===== src/sv/hht_pkg.sv =====
// Package for the HTML highlight tokenizer: lexer modes, marker codes,
// the result and front-to-back batch structs. No dependencies.
package hht_pkg;

   typedef enum logic [16:0] {
      M_NORMAL      = 17'h00001,
      M_TAG         = 17'h00002,
      M_TAG2        = 17'h00004,
      M_EXCL        = 17'h00008,
      M_EXCL_HY     = 17'h00010,
      M_KEY         = 17'h00020,
      M_VAL         = 17'h00040,
      M_QUOTE       = 17'h00080,
      M_DQUOTE      = 17'h00100,
      M_COMMENT     = 17'h00200,
      M_COMMENT_HY  = 17'h00400,
      M_COMMENT_HY2 = 17'h00800,
      M_RELAY       = 17'h01000,
      M_QUES        = 17'h02000,
      M_QUES_P      = 17'h04000,
      M_QUES_PH     = 17'h08000,
      M_ENTITY      = 17'h10000
   } mode_type;

   localparam logic [7:0] MK_RESET     = 8'd0;
   localparam logic [7:0] MK_ENTITY    = 8'd1;
   localparam logic [7:0] MK_TAG       = 8'd2;
   localparam logic [7:0] MK_ATTRIB    = 8'd3;
   localparam logic [7:0] MK_COMMENT   = 8'd4;
   localparam logic [7:0] MK_STRING    = 8'd5;
   localparam logic [7:0] MK_EMBED_END = 8'd6;

   localparam logic [1:0] LANG_NONE   = 2'd0;
   localparam logic [1:0] LANG_SCRIPT = 2'd1;
   localparam logic [1:0] LANG_STYLE  = 2'd2;
   localparam logic [1:0] LANG_PHP    = 2'd3;

   localparam int MAX_RES = 11;

   // One emitted result: marker flag, value, language.
   typedef struct packed {
      logic       mark;
      logic [7:0] value;
      logic [1:0] lang;
   } res_type;

   // A whole item's result list, handed from front to back.
   typedef struct packed {
      logic [3:0]              count;
      res_type [MAX_RES-1:0]   items;
   } batch_type;

endpackage


===== src/sv/hht_front.sv =====
// Front end of the HTML highlight tokenizer: lexer state machine that turns
// one request into a batch of results. Depends on hht_pkg.
module hht_front (
   input  logic                clock,
   input  logic                reset,
   input  logic                in_valid,
   input  logic                in_cmd,
   input  logic [7:0]          in_byte,
   output hht_pkg::batch_type  batch
);

   hht_pkg::mode_type mode_ff, mode_in;
   logic [7:0] name_ff [6];
   logic [2:0] nlen_ff, nlen_in;
   logic [1:0] kind_ff, kind_in;
   logic [3:0] midx_ff, midx_in;
   logic [7:0] held_ff [8];
   logic       name_we, held_we;

   hht_pkg::batch_type b;
   logic [7:0] lc;
   logic       sp;

   function automatic logic [7:0] lower(input logic [7:0] c);
      lower = (c >= 8'h41 && c <= 8'h5a) ? c + 8'd32 : c;
   endfunction

   function automatic logic [7:0] closer_ch(input logic [1:0] k, input logic [3:0] i);
      logic [7:0] r;
      r = 8'h00;
      case (k)
         hht_pkg::LANG_SCRIPT: begin
            case (i)
               4'd0: r = "<"; 4'd1: r = "/"; 4'd2: r = "s"; 4'd3: r = "c";
               4'd4: r = "r"; 4'd5: r = "i"; 4'd6: r = "p"; 4'd7: r = "t";
               4'd8: r = ">"; default: r = 8'h00;
            endcase
         end
         hht_pkg::LANG_STYLE: begin
            case (i)
               4'd0: r = "<"; 4'd1: r = "/"; 4'd2: r = "s"; 4'd3: r = "t";
               4'd4: r = "y"; 4'd5: r = "l"; 4'd6: r = "e"; 4'd7: r = ">";
               default: r = 8'h00;
            endcase
         end
         hht_pkg::LANG_PHP: begin
            case (i)
               4'd0: r = "?"; 4'd1: r = ">"; default: r = 8'h00;
            endcase
         end
         default: r = 8'h00;
      endcase
      closer_ch = r;
   endfunction

   function automatic logic [3:0] closer_len(input logic [1:0] k);
      case (k)
         hht_pkg::LANG_SCRIPT: closer_len = 4'd9;
         hht_pkg::LANG_STYLE:  closer_len = 4'd8;
         hht_pkg::LANG_PHP:    closer_len = 4'd2;
         default:              closer_len = 4'd0;
      endcase
   endfunction

   // Appends one result to the batch under construction.
   function automatic hht_pkg::batch_type put(input hht_pkg::batch_type bi, input logic m,
                                               input logic [7:0] v, input logic [1:0] l);
      hht_pkg::batch_type bo;
      bo = bi;
      if (bi.count < 4'(hht_pkg::MAX_RES)) begin
         bo.items[bi.count] = '{mark: m, value: v, lang: l};
         bo.count = bi.count + 4'd1;
      end
      put = bo;
   endfunction

   logic is_script, is_style;
   always_comb begin
      is_script = nlen_ff == 3'd6 && name_ff[0] == "s" && name_ff[1] == "c" &&
                  name_ff[2] == "r" && name_ff[3] == "i" && name_ff[4] == "p" &&
                  name_ff[5] == "t";
      is_style  = nlen_ff == 3'd5 && name_ff[0] == "s" && name_ff[1] == "t" &&
                  name_ff[2] == "y" && name_ff[3] == "l" && name_ff[4] == "e";
   end

   always_comb begin
      b = '0;
      mode_in = mode_ff;
      nlen_in = nlen_ff;
      kind_in = kind_ff;
      midx_in = midx_ff;
      name_we = 1'b0;
      held_we = 1'b0;
      lc = lower(in_byte);
      sp = in_byte == 8'h20 || (in_byte >= 8'd9 && in_byte <= 8'd13);
      if (in_cmd) begin
         case (mode_ff)
            hht_pkg::M_TAG: b = put(b, 1'b0, "<", 2'd0);
            hht_pkg::M_EXCL: begin
               b = put(b, 1'b0, "<", 2'd0); b = put(b, 1'b0, "!", 2'd0);
            end
            hht_pkg::M_EXCL_HY: begin
               b = put(b, 1'b0, "<", 2'd0); b = put(b, 1'b0, "!", 2'd0);
               b = put(b, 1'b0, "-", 2'd0);
            end
            hht_pkg::M_QUES: begin
               b = put(b, 1'b0, "<", 2'd0); b = put(b, 1'b0, "?", 2'd0);
            end
            hht_pkg::M_QUES_P: begin
               b = put(b, 1'b0, "<", 2'd0); b = put(b, 1'b0, "?", 2'd0);
               b = put(b, 1'b0, "p", 2'd0);
            end
            hht_pkg::M_QUES_PH: begin
               b = put(b, 1'b0, "<", 2'd0); b = put(b, 1'b0, "?", 2'd0);
               b = put(b, 1'b0, "p", 2'd0); b = put(b, 1'b0, "h", 2'd0);
            end
            hht_pkg::M_COMMENT, hht_pkg::M_COMMENT_HY, hht_pkg::M_COMMENT_HY2,
            hht_pkg::M_ENTITY, hht_pkg::M_DQUOTE, hht_pkg::M_QUOTE,
            hht_pkg::M_TAG2, hht_pkg::M_KEY:
               b = put(b, 1'b1, hht_pkg::MK_RESET, 2'd0);
            hht_pkg::M_RELAY: begin
               for (int j = 0; j < 8; j++)
                  if (4'(j) < midx_ff) b = put(b, 1'b0, held_ff[j], kind_ff);
               b = put(b, 1'b1, hht_pkg::MK_EMBED_END, kind_ff);
            end
            default: ;
         endcase
         mode_in = hht_pkg::M_NORMAL;
         nlen_in = 3'd0;
         kind_in = 2'd0;
         midx_in = 4'd0;
      end else begin
         case (mode_ff)
            hht_pkg::M_ENTITY: begin
               b = put(b, 1'b0, in_byte, 2'd0);
               if (in_byte == ";") begin
                  b = put(b, 1'b1, hht_pkg::MK_RESET, 2'd0);
                  mode_in = hht_pkg::M_NORMAL;
               end
            end
            hht_pkg::M_TAG: begin
               if (in_byte == "!") mode_in = hht_pkg::M_EXCL;
               else if (in_byte == "?") mode_in = hht_pkg::M_QUES;
               else if (in_byte == ">" || sp) begin
                  b = put(b, 1'b0, "<", 2'd0); b = put(b, 1'b0, in_byte, 2'd0);
                  mode_in = hht_pkg::M_NORMAL;
               end else begin
                  b = put(b, 1'b0, "<", 2'd0);
                  b = put(b, 1'b1, hht_pkg::MK_TAG, 2'd0);
                  b = put(b, 1'b0, in_byte, 2'd0);
                  name_we = nlen_ff < 3'd6;
                  nlen_in = nlen_ff < 3'd6 ? nlen_ff + 3'd1 : 3'd7;
                  mode_in = hht_pkg::M_TAG2;
               end
            end
            hht_pkg::M_TAG2: begin
               if (in_byte == ">") begin
                  b = put(b, 1'b1, hht_pkg::MK_RESET, 2'd0);
                  b = put(b, 1'b0, in_byte, 2'd0);
                  mode_in = hht_pkg::M_NORMAL;
                  if (is_script) begin
                     kind_in = hht_pkg::LANG_SCRIPT; midx_in = 4'd0;
                     mode_in = hht_pkg::M_RELAY;
                  end else if (is_style) begin
                     kind_in = hht_pkg::LANG_STYLE; midx_in = 4'd0;
                     mode_in = hht_pkg::M_RELAY;
                  end
               end else if (sp) begin
                  b = put(b, 1'b0, in_byte, 2'd0);
                  b = put(b, 1'b1, hht_pkg::MK_ATTRIB, 2'd0);
                  mode_in = hht_pkg::M_KEY;
               end else begin
                  b = put(b, 1'b0, in_byte, 2'd0);
                  name_we = nlen_ff < 3'd6;
                  nlen_in = nlen_ff < 3'd6 ? nlen_ff + 3'd1 : 3'd7;
               end
            end
            hht_pkg::M_EXCL: begin
               if (in_byte == "-") mode_in = hht_pkg::M_EXCL_HY;
               else begin
                  b = put(b, 1'b0, "<", 2'd0); b = put(b, 1'b0, "!", 2'd0);
                  b = put(b, 1'b0, in_byte, 2'd0);
                  mode_in = hht_pkg::M_NORMAL;
               end
            end
            hht_pkg::M_EXCL_HY: begin
               if (in_byte == "-") begin
                  b = put(b, 1'b1, hht_pkg::MK_COMMENT, 2'd0);
                  b = put(b, 1'b0, "<", 2'd0); b = put(b, 1'b0, "!", 2'd0);
                  b = put(b, 1'b0, "-", 2'd0); b = put(b, 1'b0, "-", 2'd0);
                  mode_in = hht_pkg::M_COMMENT;
               end else begin
                  b = put(b, 1'b0, "<", 2'd0); b = put(b, 1'b0, "!", 2'd0);
                  b = put(b, 1'b0, "-", 2'd0); b = put(b, 1'b0, in_byte, 2'd0);
                  mode_in = hht_pkg::M_NORMAL;
               end
            end
            hht_pkg::M_COMMENT: begin
               b = put(b, 1'b0, in_byte, 2'd0);
               if (in_byte == "-") mode_in = hht_pkg::M_COMMENT_HY;
            end
            hht_pkg::M_COMMENT_HY: begin
               b = put(b, 1'b0, in_byte, 2'd0);
               mode_in = (in_byte == "-") ? hht_pkg::M_COMMENT_HY2 : hht_pkg::M_COMMENT;
            end
            hht_pkg::M_COMMENT_HY2: begin
               b = put(b, 1'b0, in_byte, 2'd0);
               if (in_byte == ">") begin
                  b = put(b, 1'b1, hht_pkg::MK_RESET, 2'd0);
                  mode_in = hht_pkg::M_NORMAL;
               end else if (in_byte != "-") mode_in = hht_pkg::M_COMMENT;
            end
            hht_pkg::M_KEY: begin
               if (in_byte == "=") begin
                  b = put(b, 1'b1, hht_pkg::MK_RESET, 2'd0);
                  b = put(b, 1'b0, in_byte, 2'd0);
                  mode_in = hht_pkg::M_VAL;
               end else if (in_byte == ">") begin
                  b = put(b, 1'b1, hht_pkg::MK_RESET, 2'd0);
                  b = put(b, 1'b0, in_byte, 2'd0);
                  mode_in = hht_pkg::M_NORMAL;
                  if (is_script) begin
                     kind_in = hht_pkg::LANG_SCRIPT; midx_in = 4'd0;
                     mode_in = hht_pkg::M_RELAY;
                  end else if (is_style) begin
                     kind_in = hht_pkg::LANG_STYLE; midx_in = 4'd0;
                     mode_in = hht_pkg::M_RELAY;
                  end
               end else b = put(b, 1'b0, in_byte, 2'd0);
            end
            hht_pkg::M_VAL: begin
               if (sp) begin
                  b = put(b, 1'b0, in_byte, 2'd0);
                  b = put(b, 1'b1, hht_pkg::MK_ATTRIB, 2'd0);
                  mode_in = hht_pkg::M_KEY;
               end else if (in_byte == 8'h27) begin
                  b = put(b, 1'b1, hht_pkg::MK_STRING, 2'd0);
                  b = put(b, 1'b0, in_byte, 2'd0);
                  mode_in = hht_pkg::M_QUOTE;
               end else if (in_byte == 8'h22) begin
                  b = put(b, 1'b1, hht_pkg::MK_STRING, 2'd0);
                  b = put(b, 1'b0, in_byte, 2'd0);
                  mode_in = hht_pkg::M_DQUOTE;
               end else if (in_byte == ">") begin
                  b = put(b, 1'b0, in_byte, 2'd0);
                  mode_in = hht_pkg::M_NORMAL;
                  if (is_script) begin
                     kind_in = hht_pkg::LANG_SCRIPT; midx_in = 4'd0;
                     mode_in = hht_pkg::M_RELAY;
                  end else if (is_style) begin
                     kind_in = hht_pkg::LANG_STYLE; midx_in = 4'd0;
                     mode_in = hht_pkg::M_RELAY;
                  end
               end else b = put(b, 1'b0, in_byte, 2'd0);
            end
            hht_pkg::M_QUOTE: begin
               b = put(b, 1'b0, in_byte, 2'd0);
               if (in_byte == 8'h27) begin
                  b = put(b, 1'b1, hht_pkg::MK_RESET, 2'd0);
                  mode_in = hht_pkg::M_VAL;
               end
            end
            hht_pkg::M_DQUOTE: begin
               b = put(b, 1'b0, in_byte, 2'd0);
               if (in_byte == 8'h22) begin
                  b = put(b, 1'b1, hht_pkg::MK_RESET, 2'd0);
                  mode_in = hht_pkg::M_VAL;
               end
            end
            hht_pkg::M_RELAY: begin
               if (midx_ff < closer_len(kind_ff) && closer_ch(kind_ff, midx_ff) == lc) begin
                  if (midx_ff + 4'd1 == closer_len(kind_ff)) begin
                     if (kind_ff == hht_pkg::LANG_PHP) begin
                        for (int j = 0; j < 8; j++)
                           if (4'(j) < midx_ff) b = put(b, 1'b0, held_ff[j], 2'd0);
                        b = put(b, 1'b0, in_byte, 2'd0);
                     end else begin
                        b = put(b, 1'b0, "<", 2'd0); b = put(b, 1'b0, "/", 2'd0);
                        b = put(b, 1'b1, hht_pkg::MK_TAG, 2'd0);
                        if (kind_ff == hht_pkg::LANG_SCRIPT) begin
                           b = put(b, 1'b0, "s", 2'd0); b = put(b, 1'b0, "c", 2'd0);
                           b = put(b, 1'b0, "r", 2'd0); b = put(b, 1'b0, "i", 2'd0);
                           b = put(b, 1'b0, "p", 2'd0); b = put(b, 1'b0, "t", 2'd0);
                        end else begin
                           b = put(b, 1'b0, "s", 2'd0); b = put(b, 1'b0, "t", 2'd0);
                           b = put(b, 1'b0, "y", 2'd0); b = put(b, 1'b0, "l", 2'd0);
                           b = put(b, 1'b0, "e", 2'd0);
                        end
                        b = put(b, 1'b1, hht_pkg::MK_RESET, 2'd0);
                        b = put(b, 1'b0, ">", 2'd0);
                     end
                     mode_in = hht_pkg::M_NORMAL;
                     kind_in = 2'd0;
                     midx_in = 4'd0;
                  end else if (midx_ff < 4'd8) begin
                     held_we = 1'b1;
                     midx_in = midx_ff + 4'd1;
                  end
               end else begin
                  for (int j = 0; j < 8; j++)
                     if (4'(j) < midx_ff) b = put(b, 1'b0, held_ff[j], kind_ff);
                  b = put(b, 1'b0, in_byte, kind_ff);
                  midx_in = 4'd0;
               end
            end
            hht_pkg::M_QUES: begin
               if (in_byte == "p") mode_in = hht_pkg::M_QUES_P;
               else if (in_byte == "=") begin
                  b = put(b, 1'b1, hht_pkg::MK_TAG, 2'd0);
                  b = put(b, 1'b0, "<", 2'd0); b = put(b, 1'b0, "?", 2'd0);
                  b = put(b, 1'b0, "=", 2'd0);
                  b = put(b, 1'b1, hht_pkg::MK_RESET, 2'd0);
                  kind_in = hht_pkg::LANG_PHP; midx_in = 4'd0;
                  mode_in = hht_pkg::M_RELAY;
               end else begin
                  b = put(b, 1'b0, "<", 2'd0); b = put(b, 1'b0, "?", 2'd0);
                  b = put(b, 1'b0, in_byte, 2'd0);
                  mode_in = hht_pkg::M_NORMAL;
               end
            end
            hht_pkg::M_QUES_P: begin
               if (in_byte == "h") mode_in = hht_pkg::M_QUES_PH;
               else begin
                  b = put(b, 1'b0, "<", 2'd0); b = put(b, 1'b0, "?", 2'd0);
                  b = put(b, 1'b0, "p", 2'd0); b = put(b, 1'b0, in_byte, 2'd0);
                  mode_in = hht_pkg::M_NORMAL;
               end
            end
            hht_pkg::M_QUES_PH: begin
               if (in_byte == "p") begin
                  b = put(b, 1'b0, "<", 2'd0);
                  b = put(b, 1'b1, hht_pkg::MK_TAG, 2'd0);
                  b = put(b, 1'b0, "?", 2'd0); b = put(b, 1'b0, "p", 2'd0);
                  b = put(b, 1'b0, "h", 2'd0); b = put(b, 1'b0, "p", 2'd0);
                  b = put(b, 1'b1, hht_pkg::MK_RESET, 2'd0);
                  kind_in = hht_pkg::LANG_PHP; midx_in = 4'd0;
                  mode_in = hht_pkg::M_RELAY;
               end else begin
                  b = put(b, 1'b0, "<", 2'd0); b = put(b, 1'b0, "?", 2'd0);
                  b = put(b, 1'b0, "p", 2'd0); b = put(b, 1'b0, "h", 2'd0);
                  b = put(b, 1'b0, in_byte, 2'd0);
                  mode_in = hht_pkg::M_NORMAL;
               end
            end
            default: begin
               if (in_byte == "<") begin
                  mode_in = hht_pkg::M_TAG;
                  nlen_in = 3'd0;
               end else if (in_byte == "&") begin
                  mode_in = hht_pkg::M_ENTITY;
                  b = put(b, 1'b1, hht_pkg::MK_ENTITY, 2'd0);
                  b = put(b, 1'b0, in_byte, 2'd0);
               end else b = put(b, 1'b0, in_byte, 2'd0);
            end
         endcase
      end
      batch = b;
   end

   always_ff @(posedge clock) begin
      if (reset) begin
         mode_ff <= hht_pkg::M_NORMAL;
         nlen_ff <= 3'd0;
         kind_ff <= 2'd0;
         midx_ff <= 4'd0;
      end else if (in_valid) begin
         mode_ff <= mode_in;
         nlen_ff <= nlen_in;
         kind_ff <= kind_in;
         midx_ff <= midx_in;
      end
   end

   always_ff @(posedge clock) begin
      if (in_valid && name_we) name_ff[nlen_ff[2:0] < 3'd6 ? nlen_ff : 3'd0] <= lc;
      if (in_valid && held_we) held_ff[midx_ff[2:0]] <= in_byte;
   end

endmodule


===== src/sv/hht_back.sv =====
// Back end of the HTML highlight tokenizer: a two-entry batch queue and an
// output sequencer that hands results out one per pop. Depends on hht_pkg.
module hht_back (
   input  logic                clock,
   input  logic                reset,
   input  logic                wr_en,
   input  hht_pkg::batch_type  wr_batch,
   output logic                q_full,
   output logic                empty,
   input  logic                pop,
   output logic                is_marker,
   output logic [7:0]          out_value,
   output logic [1:0]          embed_lang,
   output logic                last_of_run
);

   hht_pkg::batch_type q_ff [2];
   logic       wp_ff, wp_in, rp_ff, rp_in;
   logic [1:0] cnt_ff, cnt_in;
   logic [3:0] pos_ff, pos_in;
   logic       rd_done;
   hht_pkg::res_type cur;

   assign q_full = cnt_ff == 2'd2;
   assign empty  = cnt_ff == 2'd0;
   assign cur    = q_ff[rp_ff].items[pos_ff];
   assign is_marker   = cur.mark;
   assign out_value   = cur.value;
   assign embed_lang  = cur.lang;
   assign last_of_run = pos_ff + 4'd1 == q_ff[rp_ff].count;

   always_comb begin
      rd_done = !empty && pop && last_of_run;
      wp_in  = wp_ff ^ wr_en;
      rp_in  = rp_ff ^ rd_done;
      cnt_in = cnt_ff + {1'b0, wr_en} - {1'b0, rd_done};
      pos_in = rd_done ? 4'd0 : (!empty && pop) ? pos_ff + 4'd1 : pos_ff;
   end

   always_ff @(posedge clock) begin
      if (reset) begin
         wp_ff  <= 1'b0;
         rp_ff  <= 1'b0;
         cnt_ff <= 2'd0;
         pos_ff <= 4'd0;
      end else begin
         wp_ff  <= wp_in;
         rp_ff  <= rp_in;
         cnt_ff <= cnt_in;
         pos_ff <= pos_in;
      end
   end

   always_ff @(posedge clock) begin
      if (wr_en) q_ff[wp_ff] <= wr_batch;
   end

endmodule


===== src/sv/html_highlight_tokenizer_unit.sv =====
// Top level of the HTML highlight tokenizer: lexer front end feeding a
// batch queue and output sequencer. Depends on hht_pkg, hht_front, hht_back.
//
//   channel   | handshake        | payload
//   ----------+------------------+-------------------------------------------
//   request   | req_push/req_full| req_cmd, req_text_byte
//   response  | rsp_pop/rsp_empty| rsp_is_marker, rsp_out_value,
//             |                  | rsp_embed_lang, rsp_last_of_run
//
// Each accepted request is lexed in its cycle and its whole result list (0 to
// 11 results) is written into a two-entry queue. The sequencer gives one
// result per cycle while rsp_pop is high. Requests that yield nothing go
// straight through without using the queue.
// Reset is synchronous and clears the lexer mode, counters and queue.
// The request side stalls (req_full) only when both queue entries hold lists.
module html_highlight_tokenizer_unit (
   input  logic       clock,
   input  logic       reset,
   input  logic       req_push,
   output logic       req_full,
   input  logic       req_cmd,
   input  logic [7:0] req_text_byte,
   output logic       rsp_empty,
   input  logic       rsp_pop,
   output logic       rsp_is_marker,
   output logic [7:0] rsp_out_value,
   output logic [1:0] rsp_embed_lang,
   output logic       rsp_last_of_run
);

   hht_pkg::batch_type batch;
   logic accept;

   // A request is taken whenever the queue has a free entry.
   assign accept = req_push && !req_full;

   hht_front u_front (
      .clock    (clock),
      .reset    (reset),
      .in_valid (accept),
      .in_cmd   (req_cmd),
      .in_byte  (req_text_byte),
      .batch    (batch)
   );

   // Only non-empty lists occupy a queue entry.
   hht_back u_back (
      .clock       (clock),
      .reset       (reset),
      .wr_en       (accept && batch.count != 4'd0),
      .wr_batch    (batch),
      .q_full      (req_full),
      .empty       (rsp_empty),
      .pop         (rsp_pop),
      .is_marker   (rsp_is_marker),
      .out_value   (rsp_out_value),
      .embed_lang  (rsp_embed_lang),
      .last_of_run (rsp_last_of_run)
   );

   // A queued list never holds more results than the lexer can produce.
   a_count_bound: assert property (@(posedge clock) disable iff (reset)
      accept |-> batch.count <= 4'd11)
      else $error("result list too long");

   // While results wait and are not taken, the shown result holds.
   a_hold: assert property (@(posedge clock) disable iff (reset)
      !rsp_empty && !rsp_pop |=> $stable(rsp_out_value) && $stable(rsp_is_marker))
      else $error("result changed while stalled");

   // A taken final result of a list with no new list frees an entry.
   a_free: assert property (@(posedge clock) disable iff (reset)
      req_full && rsp_pop && rsp_last_of_run |=> !req_full)
      else $error("queue entry not freed");

endmodule

===== config.mk =====
export PLATFORM = sky130hd
export DESIGN_NAME = html_highlight_tokenizer_unit
export DESIGN_NICKNAME = d
export VERILOG_FILES = /design/src/sv/hht_pkg.sv /design/src/sv/hht_front.sv /design/src/sv/hht_back.sv /design/src/sv/html_highlight_tokenizer_unit.sv
export SDC_FILE = /design/constraint.sdc
export NUM_CORES = 1
export LEC_CHECK = 0
export BUFFER_PORTS_ARGS = -buffer_cell sky130_fd_sc_hd__buf_2
export CAP_MARGIN = 20
export CORE_UTILIZATION = 50
export DETAILED_ROUTE_END_ITERATION = 16
export PLACE_DENSITY = 0.64
export SYNTH_ARGS = -nofsm -noshare
export SYNTH_HDL_FRONTEND = slang
export SYNTH_SLANG_ARGS = --single-unit

===== constraint.sdc =====
create_clock -name clock -period 13.89 [get_ports clock]
set_input_delay 2.0835 -clock clock [delete_from_list [all_inputs] [get_ports clock]]
set_output_delay 2.0835 -clock clock [all_outputs]
set_load 0.1 [all_outputs]

==> results of run 1 <==
[kinds of logic after synthesis]
group	Yosys count
adders and majority gates	39
DFF	409
buffers and inverters	203
AOI/OAI and AO/OA	522
and+or+nand+nor	729
xor gates and xnor gates	27
muxes	108
[cell usage in the layout (no fill, tap or decap), drive strengths merged, types with 18 or more instances in the layout]
master	instances
edfxtp	362
nor2	188
nand2	178
a21oi	126
o21ai	104
nand3	82
buf	68
mux4	66
nor3	60
inv	59
clkbuf	55
a22oi	52
dfxtp	47
ha	38
nor4	31
o22ai	29
a211oi	27
mux2i	26
nand4	25
o211ai	24
nor2b	20
or3	20
o31ai	19
nand2b	18
and3	18
[power groups by stage]
stage | logic (mW) | registers [mW] | clock network [mW]
final | 0.192 | 1.37 | 1.13
after global placement | 0.191 | 1.39 | 0
after floorplan | 0.133 | 1.39 | 0
after global routing | 0.202 | 1.37 | 1.18
after detailed placement | 0.192 | 1.39 | 0
after CTS | 0.192 | 1.37 | 1.14
[per-layer routing]
metal  track usage  vias to the layer above
li1              -                     7839
met1        0.5128                     8904
met2        0.4910                     1060
met3       0.06128                      163
met4       0.09024                        2
met5             0                        -
[registers in the layout (all words and copies together) (netlist names), named ones only]
signal           cells
u_front.name_ff     48
u_front.nlen_ff      3
u_back.q_ff        250
u_back.wp_ff         1
u_back.cnt_ff        2
u_front.midx_ff      4
u_front.mode_ff     17
u_back.rp_ff         1
u_back.pos_ff        4
u_front.held_ff     64
u_front.kind_ff      2
[area by class of cell]
cell class,count,share of cell area
multi-input combinational,1425,0.4078
clock inverter,24,0.009656
clock buffer,55,0.04554
timing repair buffer,68,0.01799
tap,592,0.03009
inverter,58,0.008843
antenna,1,0.0001016
sequential,409,0.4800
[worst reg2reg max path, cell delays in order, from the launching register on]
cell                        delay (ns)
sky130_fd_sc_hd__dfxtp_1          0.48
sky130_fd_sc_hd__inv_1            0.20
sky130_fd_sc_hd__ha_1             0.41
sky130_fd_sc_hd__nand2_1          0.36
sky130_fd_sc_hd__fa_1             1.08
sky130_fd_sc_hd__xnor2_1          0.15
sky130_fd_sc_hd__nor2_1           0.23
sky130_fd_sc_hd__nor2_1           0.12
sky130_fd_sc_hd__ha_1             0.32
sky130_fd_sc_hd__inv_1            0.07
sky130_fd_sc_hd__nand4_1          0.62
sky130_fd_sc_hd__a21boi_1         0.42
sky130_fd_sc_hd__ha_1             0.27
sky130_fd_sc_hd__inv_1            0.22
sky130_fd_sc_hd__a2bb2oi_2        0.35
sky130_fd_sc_hd__mux2_2           0.26
sky130_fd_sc_hd__nand2_1          0.07
sky130_fd_sc_hd__nand4_1          0.11
sky130_fd_sc_hd__a21oi_1          0.13
sky130_fd_sc_hd__a31oi_1          0.44
sky130_fd_sc_hd__ha_4             0.94
sky130_fd_sc_hd__buf_4            0.74
[how the worst min path moves through the flow]
stage / from / end / slack (ns)
floorplan: u_front.kind_ff[1]$_SDFFE_PP0P_ / u_front.kind_ff[1]$_SDFFE_PP0P_ / 0.48
global placement: u_front.mode_ff[7]$_SDFFE_PP0P_ / u_front.mode_ff[7]$_SDFFE_PP0P_ / 0.53
detailed placement: u_front.mode_ff[7]$_SDFFE_PP0P_ / u_front.mode_ff[7]$_SDFFE_PP0P_ / 0.54
CTS: u_front.mode_ff[7]$_SDFFE_PP0P_ / u_front.mode_ff[7]$_SDFFE_PP0P_ / 0.55
global route: u_front.mode_ff[13]$_SDFFE_PP0P_ / u_front.mode_ff[13]$_SDFFE_PP0P_ / 0.58
finish: u_front.mode_ff[7]$_SDFFE_PP0P_ / u_front.mode_ff[7]$_SDFFE_PP0P_ / 0.55
==> metrics.txt, run 1 <==
# TYPE chip_impl_metric gauge
chip_impl_metric{name="post_place_setup_slack",unit="ns"} 5.651
chip_impl_metric{name="syn_nets",unit=""} 2089
chip_impl_metric{name="finish.instance_area",unit="sq um"} 24620
chip_impl_metric{name="grt_first_pass_wirelength",unit="um"} 113700
chip_impl_metric{name="synth.cell_area",unit="sq um"} 22600
chip_impl_info{name="worstSetupEndpointType",value="register"} 1
chip_impl_metric{name="clock_path_buffers",unit=""} 3
chip_impl_metric{name="number_of_global_route_vias_before_repair",unit=""} 16370
chip_impl_metric{name="die-area",unit="sq um"} 46060
chip_impl_metric{name="synth-adder-area-share",unit=""} 0.02192
chip_impl_info{name="highest-signal-layer",value="met5"} 1
chip_impl_metric{name="ant_nets",unit=""} 0
chip_impl_metric{name="detailed_routing_iteration_count_for_the_pre_antenna_repair_pass",unit=""} 7
chip_impl_metric{name="cts.clk_slew.worst_paths",unit="ns"} 0.06
chip_impl_metric{name="r2r_cells",unit=""} 21
chip_impl_metric{name="timing.clock.skew",unit="ns"} 0.02436
chip_impl_metric{name="timing.critical_path.required",unit="ns"} 14.10
chip_impl_info{name="tritoncts",value="done"} 1
chip_impl_info{name="synth_area_leader_cell",value="sky130_fd_sc_hd__edfxtp_1"} 1
chip_impl_metric{name="ys_warn_count",unit=""} 0
chip_impl_metric{name="multi_input_comb_area",unit="sq um"} 10040
chip_impl_metric{name="grt_max_degree",unit=""} 78
chip_impl_info{name="worst_r2r_endpoint",value="u_back.q_ff[1][11]$_DFFE_PP_"} 1
chip_impl_metric{name="postSynthRegisterBits",unit=""} 409
chip_impl_metric{name="coreArea",unit="sq um"} 44410
chip_impl_metric{name="viasPerCell",unit=""} 6.827
chip_impl_info{name="worstSetupPathType",value="register to register"} 1
chip_impl_metric{name="finalCritPeriodShare",unit=""} 0.6022
chip_impl_metric{name="drt_wl_total",unit="um"} 78130
chip_impl_metric{name="asyncSetResetFlopFracSynth",unit=""} 0
chip_impl_metric{name="drt-met1-wl",unit="um"} 34080
chip_impl_metric{name="fmaxAchievable",unit="MHz"} 119.6
chip_impl_metric{name="fin_tns_setup",unit="ns"} 0
chip_impl_metric{name="synth_largest_type_area_fraction",unit=""} 0.4809
chip_impl_metric{name="switching_share",unit=""} 0.2380
chip_impl_metric{name="post_synthesis_compound_gate_area_fraction",unit=""} 0.1566
chip_impl_metric{name="cts_post_setup_buffers_inserted",unit=""} 0
chip_impl_metric{name="floorplan.die.width",unit="um"} 214.6
chip_impl_metric{name="synthDistinctLibCells",unit=""} 106
chip_impl_metric{name="fin_cells",unit=""} 2632
chip_impl_metric{name="worstPathBufferInverterCount",unit=""} 4
chip_impl_metric{name="cp_max_fo",unit=""} 77
chip_impl_metric{name="max_slew_margin",unit=""} 0.2714
chip_impl_metric{name="comb_power_share",unit=""} 0.072
chip_impl_metric{name="total_power",unit="mW"} 2.686
chip_impl_metric{name="critical-path-max-stage-delay",unit="ns"} 1.08
chip_impl_metric{name="seq_area_frac_synth",unit=""} 0.5226
chip_impl_info{name="ctsRootBufferMaster",value="sky130_fd_sc_hd__clkbuf_16"} 1
chip_impl_info{name="worstSetupStartpointType",value="register"} 1
chip_impl_metric{name="clock-sinks",unit=""} 409
chip_impl_metric{name="pwr-share-seq",unit=""} 0.509
chip_impl_metric{name="hold_violations",unit=""} 0
chip_impl_metric{name="clock_insertion_delay_worst_skew",unit="ns"} 0.59
chip_impl_metric{name="start_util",unit=""} 0.5089
chip_impl_metric{name="placedInstanceArea",unit="sq um"} 23250
chip_impl_metric{name="whs",unit="ns"} 0.5522
chip_impl_info{name="synth_top_flop_cell",value="sky130_fd_sc_hd__edfxtp_1"} 1
chip_impl_info{name="synth_most_common_cell",value="sky130_fd_sc_hd__edfxtp_1"} 1
chip_impl_info{name="worst_path_dominant_cell_family",value="adder cells"} 1
chip_impl_metric{name="remaining_drc_errors",unit=""} 0
chip_impl_metric{name="cts.htree.levels",unit=""} 2
chip_impl_metric{name="ir_worst_vdd",unit="mV"} 0.09068
chip_impl_metric{name="cp_data_arrival_time",unit="ns"} 8.57
chip_impl_metric{name="postCtsHoldBufs",unit=""} 0
chip_impl_metric{name="power_switching",unit="mW"} 0.6393
chip_impl_metric{name="synth-simple-area-share",unit=""} 0.1681
chip_impl_metric{name="max_cap_viol_count",unit=""} 0
chip_impl_metric{name="met2RoutedLength",unit="um"} 33480
chip_impl_metric{name="placed_cells",unit=""} 2551
chip_impl_info{name="synth_top_cells_by_count",value="sky130_fd_sc_hd__edfxtp_1 (362), sky130_fd_sc_hd__nor2_1 (186), sky130_fd_sc_hd__nand2_1 (177)"} 1
chip_impl_metric{name="leakage",unit="nW"} 8.000
chip_impl_metric{name="post_synthesis_to_final_layout_area_growth",unit="%"} 8.918
chip_impl_metric{name="fp-row-count",unit=""} 77
chip_impl_info{name="synth_top_cells_by_area",value="sky130_fd_sc_hd__edfxtp_1 (48%), sky130_fd_sc_hd__mux4_2 (6.6%), sky130_fd_sc_hd__dfxtp_1 (4.2%), sky130_fd_sc_hd__nor2_1 (3.1%), sky130_fd_sc_hd__nand2_1 (2.9%)"} 1
chip_impl_metric{name="regToRegSetupSlack",unit="ns"} 5.53
chip_impl_metric{name="final_util",unit=""} 0.5543
chip_impl_info{name="synth_top_family_by_area",value="simple AND/OR/NAND/NOR gates"} 1
chip_impl_metric{name="detailed_place_hpwl",unit="um"} 56520
chip_impl_metric{name="antenna_found_initial",unit=""} 4
chip_impl_metric{name="wire_per_inst",unit="um"} 29.68
chip_impl_metric{name="detailroute.via_count",unit=""} 17970
chip_impl_info{name="run_status",value="completed"} 1
chip_impl_info{name="timing.hold.worst.class",value="register to register"} 1
chip_impl_metric{name="internal-power",unit="mW"} 2.047
chip_impl_metric{name="cp.depth",unit=""} 21
chip_impl_metric{name="dieHeight",unit="um"} 214.6
chip_impl_metric{name="final-seq-area",unit="sq um"} 11820
chip_impl_metric{name="worst_slack",unit="ns"} 5.526
chip_impl_metric{name="wl_met3",unit="um"} 8171
chip_impl_metric{name="placement.io_buffers",unit=""} 26
chip_impl_metric{name="synth_enable_flop_cells",unit=""} 362
chip_impl_info{name="critical_path.cell_chain",value="inv_1 -> ha_1 -> nand2_1 -> fa_1 -> xnor2_1 -> nor2_1 -> nor2_1 -> ha_1 -> inv_1 -> nand4_1 -> a21boi_1 -> ha_1 -> inv_1 -> a2bb2oi_2 -> mux2_2 -> nand2_1 -> nand4_1 -> a21oi_1 -> a31oi_1 -> ha_4 -> buf_4"} 1
chip_impl_metric{name="hold_path_depth",unit=""} 2
chip_impl_metric{name="postCtsResizedCells",unit=""} 0
chip_impl_info{name="timing.critical_path.to",value="u_back.q_ff[1][11]$_DFFE_PP_"} 1
chip_impl_metric{name="yosys.area_share.xor_xnor",unit=""} 0.01046
chip_impl_metric{name="grt_use_total",unit=""} 0.3362
chip_impl_info{name="timing.rr.start",value="u_front.midx_ff[1]$_SDFFE_PP0P_"} 1
chip_impl_metric{name="final_nets",unit=""} 2057
chip_impl_metric{name="syn_area_per_cell",unit="sq um"} 11.10
chip_impl_metric{name="grt_remaining_overflow",unit=""} 0
chip_impl_metric{name="timing_worst_slew_pin_value",unit="ns"} 1.089
chip_impl_metric{name="synthMuxAreaShare",unit=""} 0.08525
chip_impl_metric{name="cts_buffers",unit=""} 43
chip_impl_metric{name="final_layout_size_suffix_gt1_frac",unit=""} 0.1349
chip_impl_metric{name="place_congestion",unit=""} 1.040
chip_impl_info{name="setup_repair_after_global_routing_missed_its_margin",value="no"} 1
chip_impl_info{name="critPathLaunch",value="u_front.midx_ff[1]$_SDFFE_PP0P_"} 1
chip_impl_metric{name="first_iter_violations",unit=""} 2660
chip_impl_metric{name="fillers",unit=""} 3775
chip_impl_metric{name="pin_count",unit=""} 27
chip_impl_info{name="critical-path-slowest-cell",value="sky130_fd_sc_hd__fa_1"} 1
chip_impl_metric{name="finalSetupViolations",unit=""} 0
chip_impl_metric{name="power-per-cell-area",unit="nW/um^2"} 109.1
chip_impl_metric{name="post-route-min-period",unit="ns"} 8.364
chip_impl_metric{name="syn_inst",unit=""} 2037
chip_impl_metric{name="share_clk_of_total_power",unit=""} 0.419
chip_impl_metric{name="final_slew_violations",unit=""} 0
Power figures use the tool's default switching activity.
==> run 2: changes to the inputs <==
--- a/config.mk
+++ b/config.mk
@@ -5,11 +5,12 @@
 export SDC_FILE = /design/constraint.sdc
 export NUM_CORES = 1
 export LEC_CHECK = 0
+export ABC_AREA = 1
 export BUFFER_PORTS_ARGS = -buffer_cell sky130_fd_sc_hd__buf_2
 export CAP_MARGIN = 20
 export CORE_UTILIZATION = 50
 export DETAILED_ROUTE_END_ITERATION = 16
-export PLACE_DENSITY = 0.64
+export PLACE_DENSITY = 0.66
 export SYNTH_ARGS = -nofsm -noshare
 export SYNTH_HDL_FRONTEND = slang
 export SYNTH_SLANG_ARGS = --single-unit
==> constraint.sdc (replaced) <==
create_clock -name clock -period 7.67 [get_ports clock]
set_input_delay 1.1505 -clock clock [delete_from_list [all_inputs] [get_ports clock]]
set_output_delay 1.1505 -clock clock [all_outputs]
set_load 0.1 [all_outputs]
==> run 2 against run 1 <==
Compared with the run above:
- area after synthesis rose by 2.8%
- sequential share of layout area fell by 1.5 points
- first-iteration DRC count rose by 5.2%
- global-route usage rose by 3.3 points
- critical path type unchanged
- clock skew rose by 0.011 ns
- largest power group unchanged
- total power rose by 88%
- critical path depth rose by 13
- design area rose by 3.3%
- die area rose by 2.8%
- flip-flop and latch count did not move
==> metrics.txt, run 2 <==
# TYPE chip_impl_metric gauge
chip_impl_info{name="run_status",value="completed"} 1
chip_impl_metric{name="final_layout_size_suffix_gt1_frac",unit=""} 0.08780
chip_impl_info{name="timing.hold.worst.class",value="register to register"} 1
chip_impl_info{name="setup_repair_after_global_routing_missed_its_margin",value="no"} 1
chip_impl_info{name="timing.rr.start",value="u_front.midx_ff[1]$_SDFFE_PP0P_"} 1
chip_impl_metric{name="dieHeight",unit="um"} 217.6
chip_impl_metric{name="post-route-min-period",unit="ns"} 7.174
chip_impl_metric{name="cp_max_fo",unit=""} 31
chip_impl_metric{name="cts_buffers",unit=""} 44
chip_impl_metric{name="final_slew_violations",unit=""} 0
chip_impl_metric{name="first_iter_violations",unit=""} 2799
chip_impl_metric{name="regToRegSetupSlack",unit="ns"} 0.50
chip_impl_info{name="synth_area_leader_cell",value="sky130_fd_sc_hd__edfxtp_1"} 1
chip_impl_metric{name="max_cap_viol_count",unit=""} 0
chip_impl_info{name="critPathLaunch",value="u_front.midx_ff[1]$_SDFFE_PP0P_"} 1
chip_impl_metric{name="coreArea",unit="sq um"} 45580
chip_impl_metric{name="fmaxAchievable",unit="MHz"} 139.4
chip_impl_info{name="critical-path-slowest-cell",value="sky130_fd_sc_hd__fa_1"} 1
chip_impl_metric{name="leakage",unit="nW"} 9.869
chip_impl_info{name="tritoncts",value="done"} 1
chip_impl_metric{name="hold_violations",unit=""} 0
chip_impl_metric{name="seq_area_frac_synth",unit=""} 0.5082
chip_impl_metric{name="clock_insertion_delay_worst_skew",unit="ns"} 0.60
chip_impl_metric{name="postCtsResizedCells",unit=""} 0
chip_impl_metric{name="finalSetupViolations",unit=""} 0
chip_impl_metric{name="detailroute.via_count",unit=""} 21110
chip_impl_metric{name="detailed_place_hpwl",unit="um"} 63610
chip_impl_metric{name="clock-sinks",unit=""} 409
chip_impl_metric{name="grt_use_total",unit=""} 0.3695
chip_impl_metric{name="max_slew_margin",unit=""} 0.1918
chip_impl_metric{name="start_util",unit=""} 0.5099
chip_impl_metric{name="asyncSetResetFlopFracSynth",unit=""} 0
chip_impl_metric{name="final_nets",unit=""} 2741
chip_impl_metric{name="grt_remaining_overflow",unit=""} 0
chip_impl_metric{name="post_synthesis_to_final_layout_area_growth",unit="%"} 9.421
chip_impl_metric{name="wire_per_inst",unit="um"} 26.19
chip_impl_info{name="synth_top_cells_by_area",value="sky130_fd_sc_hd__edfxtp_1 (47%), sky130_fd_sc_hd__nand2_1 (7.5%), sky130_fd_sc_hd__o21ai_0 (6.7%), sky130_fd_sc_hd__nor2_1 (5.5%), sky130_fd_sc_hd__inv_1 (4.5%)"} 1
chip_impl_metric{name="cts_post_setup_buffers_inserted",unit=""} 0
chip_impl_metric{name="finish.instance_area",unit="sq um"} 25430
chip_impl_metric{name="synth.cell_area",unit="sq um"} 23240
chip_impl_metric{name="synth_largest_type_area_fraction",unit=""} 0.4677
chip_impl_metric{name="synthDistinctLibCells",unit=""} 67
chip_impl_metric{name="fp-row-count",unit=""} 78
chip_impl_info{name="mostFrequentLayoutCell",value="sky130_fd_sc_hd__nand2_1"} 1
chip_impl_metric{name="drt_wl_total",unit="um"} 87050
chip_impl_metric{name="ys_warn_count",unit=""} 0
chip_impl_info{name="synth_top_cells_by_count",value="sky130_fd_sc_hd__nand2_1 (462), sky130_fd_sc_hd__edfxtp_1 (362), sky130_fd_sc_hd__nor2_1 (339)"} 1
chip_impl_metric{name="fin_tns_setup",unit="ns"} 0
chip_impl_metric{name="placedInstanceArea",unit="sq um"} 24040
chip_impl_metric{name="grt_first_pass_wirelength",unit="um"} 129500
chip_impl_metric{name="critical-path-max-stage-delay",unit="ns"} 0.74
chip_impl_metric{name="synth_enable_flop_cells",unit=""} 362
chip_impl_metric{name="fin_cells",unit=""} 3324
chip_impl_metric{name="detailed_routing_iteration_count_for_the_pre_antenna_repair_pass",unit=""} 6
chip_impl_metric{name="ir_worst_vdd",unit="mV"} 0.2207
chip_impl_info{name="synth_most_common_cell",value="sky130_fd_sc_hd__nand2_1"} 1
chip_impl_metric{name="postCtsHoldBufs",unit=""} 0
chip_impl_metric{name="ant_nets",unit=""} 0
chip_impl_info{name="worstSetupEndpointType",value="register"} 1
chip_impl_metric{name="cts.htree.levels",unit=""} 2
chip_impl_metric{name="remaining_drc_errors",unit=""} 0
chip_impl_metric{name="timing.critical_path.required",unit="ns"} 7.94
chip_impl_metric{name="worst_slack",unit="ns"} 0.4956
chip_impl_metric{name="floorplan.die.width",unit="um"} 217.6
chip_impl_info{name="registers.top_by_ff_count",value="u_back.q_ff"} 1
chip_impl_metric{name="post_place_setup_slack",unit="ns"} 0.6236
chip_impl_metric{name="cts.clk_slew.worst_paths",unit="ns"} 0.06
chip_impl_info{name="hold_start",value="u_front.mode_ff[5]$_SDFFE_PP0P_"} 1
chip_impl_metric{name="placed_cells",unit=""} 3243
chip_impl_metric{name="largest_register_ffs",unit=""} 250
chip_impl_metric{name="final_util",unit=""} 0.5580
chip_impl_metric{name="cp_data_arrival_time",unit="ns"} 7.44
chip_impl_metric{name="syn_inst",unit=""} 2689
chip_impl_info{name="critical_path.most_common_cell",value="sky130_fd_sc_hd__nand2_1"} 1
chip_impl_metric{name="placement.io_buffers",unit=""} 26
chip_impl_info{name="worstSetupStartpointType",value="register"} 1
chip_impl_metric{name="antenna_found_initial",unit=""} 4
chip_impl_metric{name="power-per-cell-area",unit="nW/um^2"} 198.4
chip_impl_info{name="layout.cells.most_common_list",value="sky130_fd_sc_hd__nand2_1 (462), sky130_fd_sc_hd__edfxtp_1 (362), sky130_fd_sc_hd__nor2_1 (338)"} 1
chip_impl_metric{name="finalCritPeriodShare",unit=""} 0.9354
chip_impl_metric{name="place_congestion",unit=""} 1.042
chip_impl_metric{name="postSynthRegisterBits",unit=""} 409
chip_impl_info{name="ctsRootBufferMaster",value="sky130_fd_sc_hd__clkbuf_16"} 1
chip_impl_metric{name="grt_max_degree",unit=""} 81
chip_impl_metric{name="timing.clock.skew",unit="ns"} 0.03566
chip_impl_metric{name="pin_count",unit=""} 27
chip_impl_metric{name="number_of_global_route_vias_before_repair",unit=""} 20250
chip_impl_metric{name="clock_path_buffers",unit=""} 3
chip_impl_metric{name="syn_area_per_cell",unit="sq um"} 8.643
chip_impl_info{name="synth_top_flop_cell",value="sky130_fd_sc_hd__edfxtp_1"} 1
chip_impl_metric{name="die-area",unit="sq um"} 47350
chip_impl_info{name="worstSetupPathType",value="register to register"} 1
chip_impl_metric{name="viasPerCell",unit=""} 6.351
chip_impl_metric{name="syn_nets",unit=""} 2741
chip_impl_metric{name="timing_worst_slew_pin_value",unit="ns"} 1.197
-- run 2: cell count changes in the layout (fill, tap and decap cells not counted), sizes merged, moves of 34 or more --
cell / delta
mux4: -66
a21oi: -34
a22oi: -49
nor2: +172
inv: +243
nand2: +320
o211ai: +35
nand3: +48
o21ai: +217
-- run 2: worst paths after layout --
kind / end / cells past startpoint
min: u_front.mode_ff[5]$_SDFFE_PP0P_ / 2
max reg2reg: u_back.q_ff[1][79]$_DFFE_PP_ / 34
min reg2reg: u_front.mode_ff[5]$_SDFFE_PP0P_ / 2
max: u_back.q_ff[1][79]$_DFFE_PP_ / 34
-- run 2: metrics by stage --
stage / power, mW / hold WS (ns)
2_1_floorplan: 2.857 / 0.4554
3_3_place_gp: 2.995 / 0.4760
3_5_place_dp: 3.002 / 0.4852
4_1_cts: 5.049 / 0.4977
5_1_grt: 5.174 / 0.5149
6_report: 5.045 / 0.5015
-- run 2: routing by layer --
metal / part of all wire / up-vias / GRT usage
li1: - / 9497 / -
met1: 0.40 / 10240 / 0.4847
met2: 0.47 / 1135 / 0.5982
met3: 0.091 / 234 / 0.07001
met4: 0.045 / 2 / 0.1568
met5: 0.00015 / - / 0
-- run 2: cell families (layout without fill, tap and decap cells) --
family	Yosys count	count (layout)	share of synthesized area
AND/OR/NAND/NOR	1137	1137	0.2183
AO/OA/AOI/OAI	673	673	0.1763
buffers and inverters	419	452	0.07133
flip-flops	409	409	0.5082
adder cells (fa/ha/maj)	39	39	0.02132
XOR/XNOR	11	11	0.004145
multiplexers	1	1	0.0004307
other	0	2	0
-- run 2: critical path: cells and delay by family (launching register included) --
family / cells / cell delay, ns
adders and majority gates: 5 / 2.03
and+or+nand+nor: 22 / 3.11
DFF: 1 / 0.41
buffers and inverters: 7 / 1.22
-- run 2: area by class of cell --
| class | count | area (sq um) |
|---|---|---|
| fillers | 4193 | 20150 |
| flip-flops and latches | 409 | 11820 |
| multi-input cells | 1861 | 9804 |
| inverters | 309 | 1164 |
| clock buffers | 51 | 1137 |
| well taps | 600 | 750.7 |
| repair buffers | 64 | 503.0 |
| clock inverters | 28 | 250.2 |
| diodes | 2 | 5.005 |
-- run 2: power by group --
group	leakage, nW	total [mW]	switching [mW]	internal, mW
registers	3.73	2.51	0.0229	2.48
logic	5.46	0.456	0.355	0.101
clock network	0.677	2.08	0.910	1.17
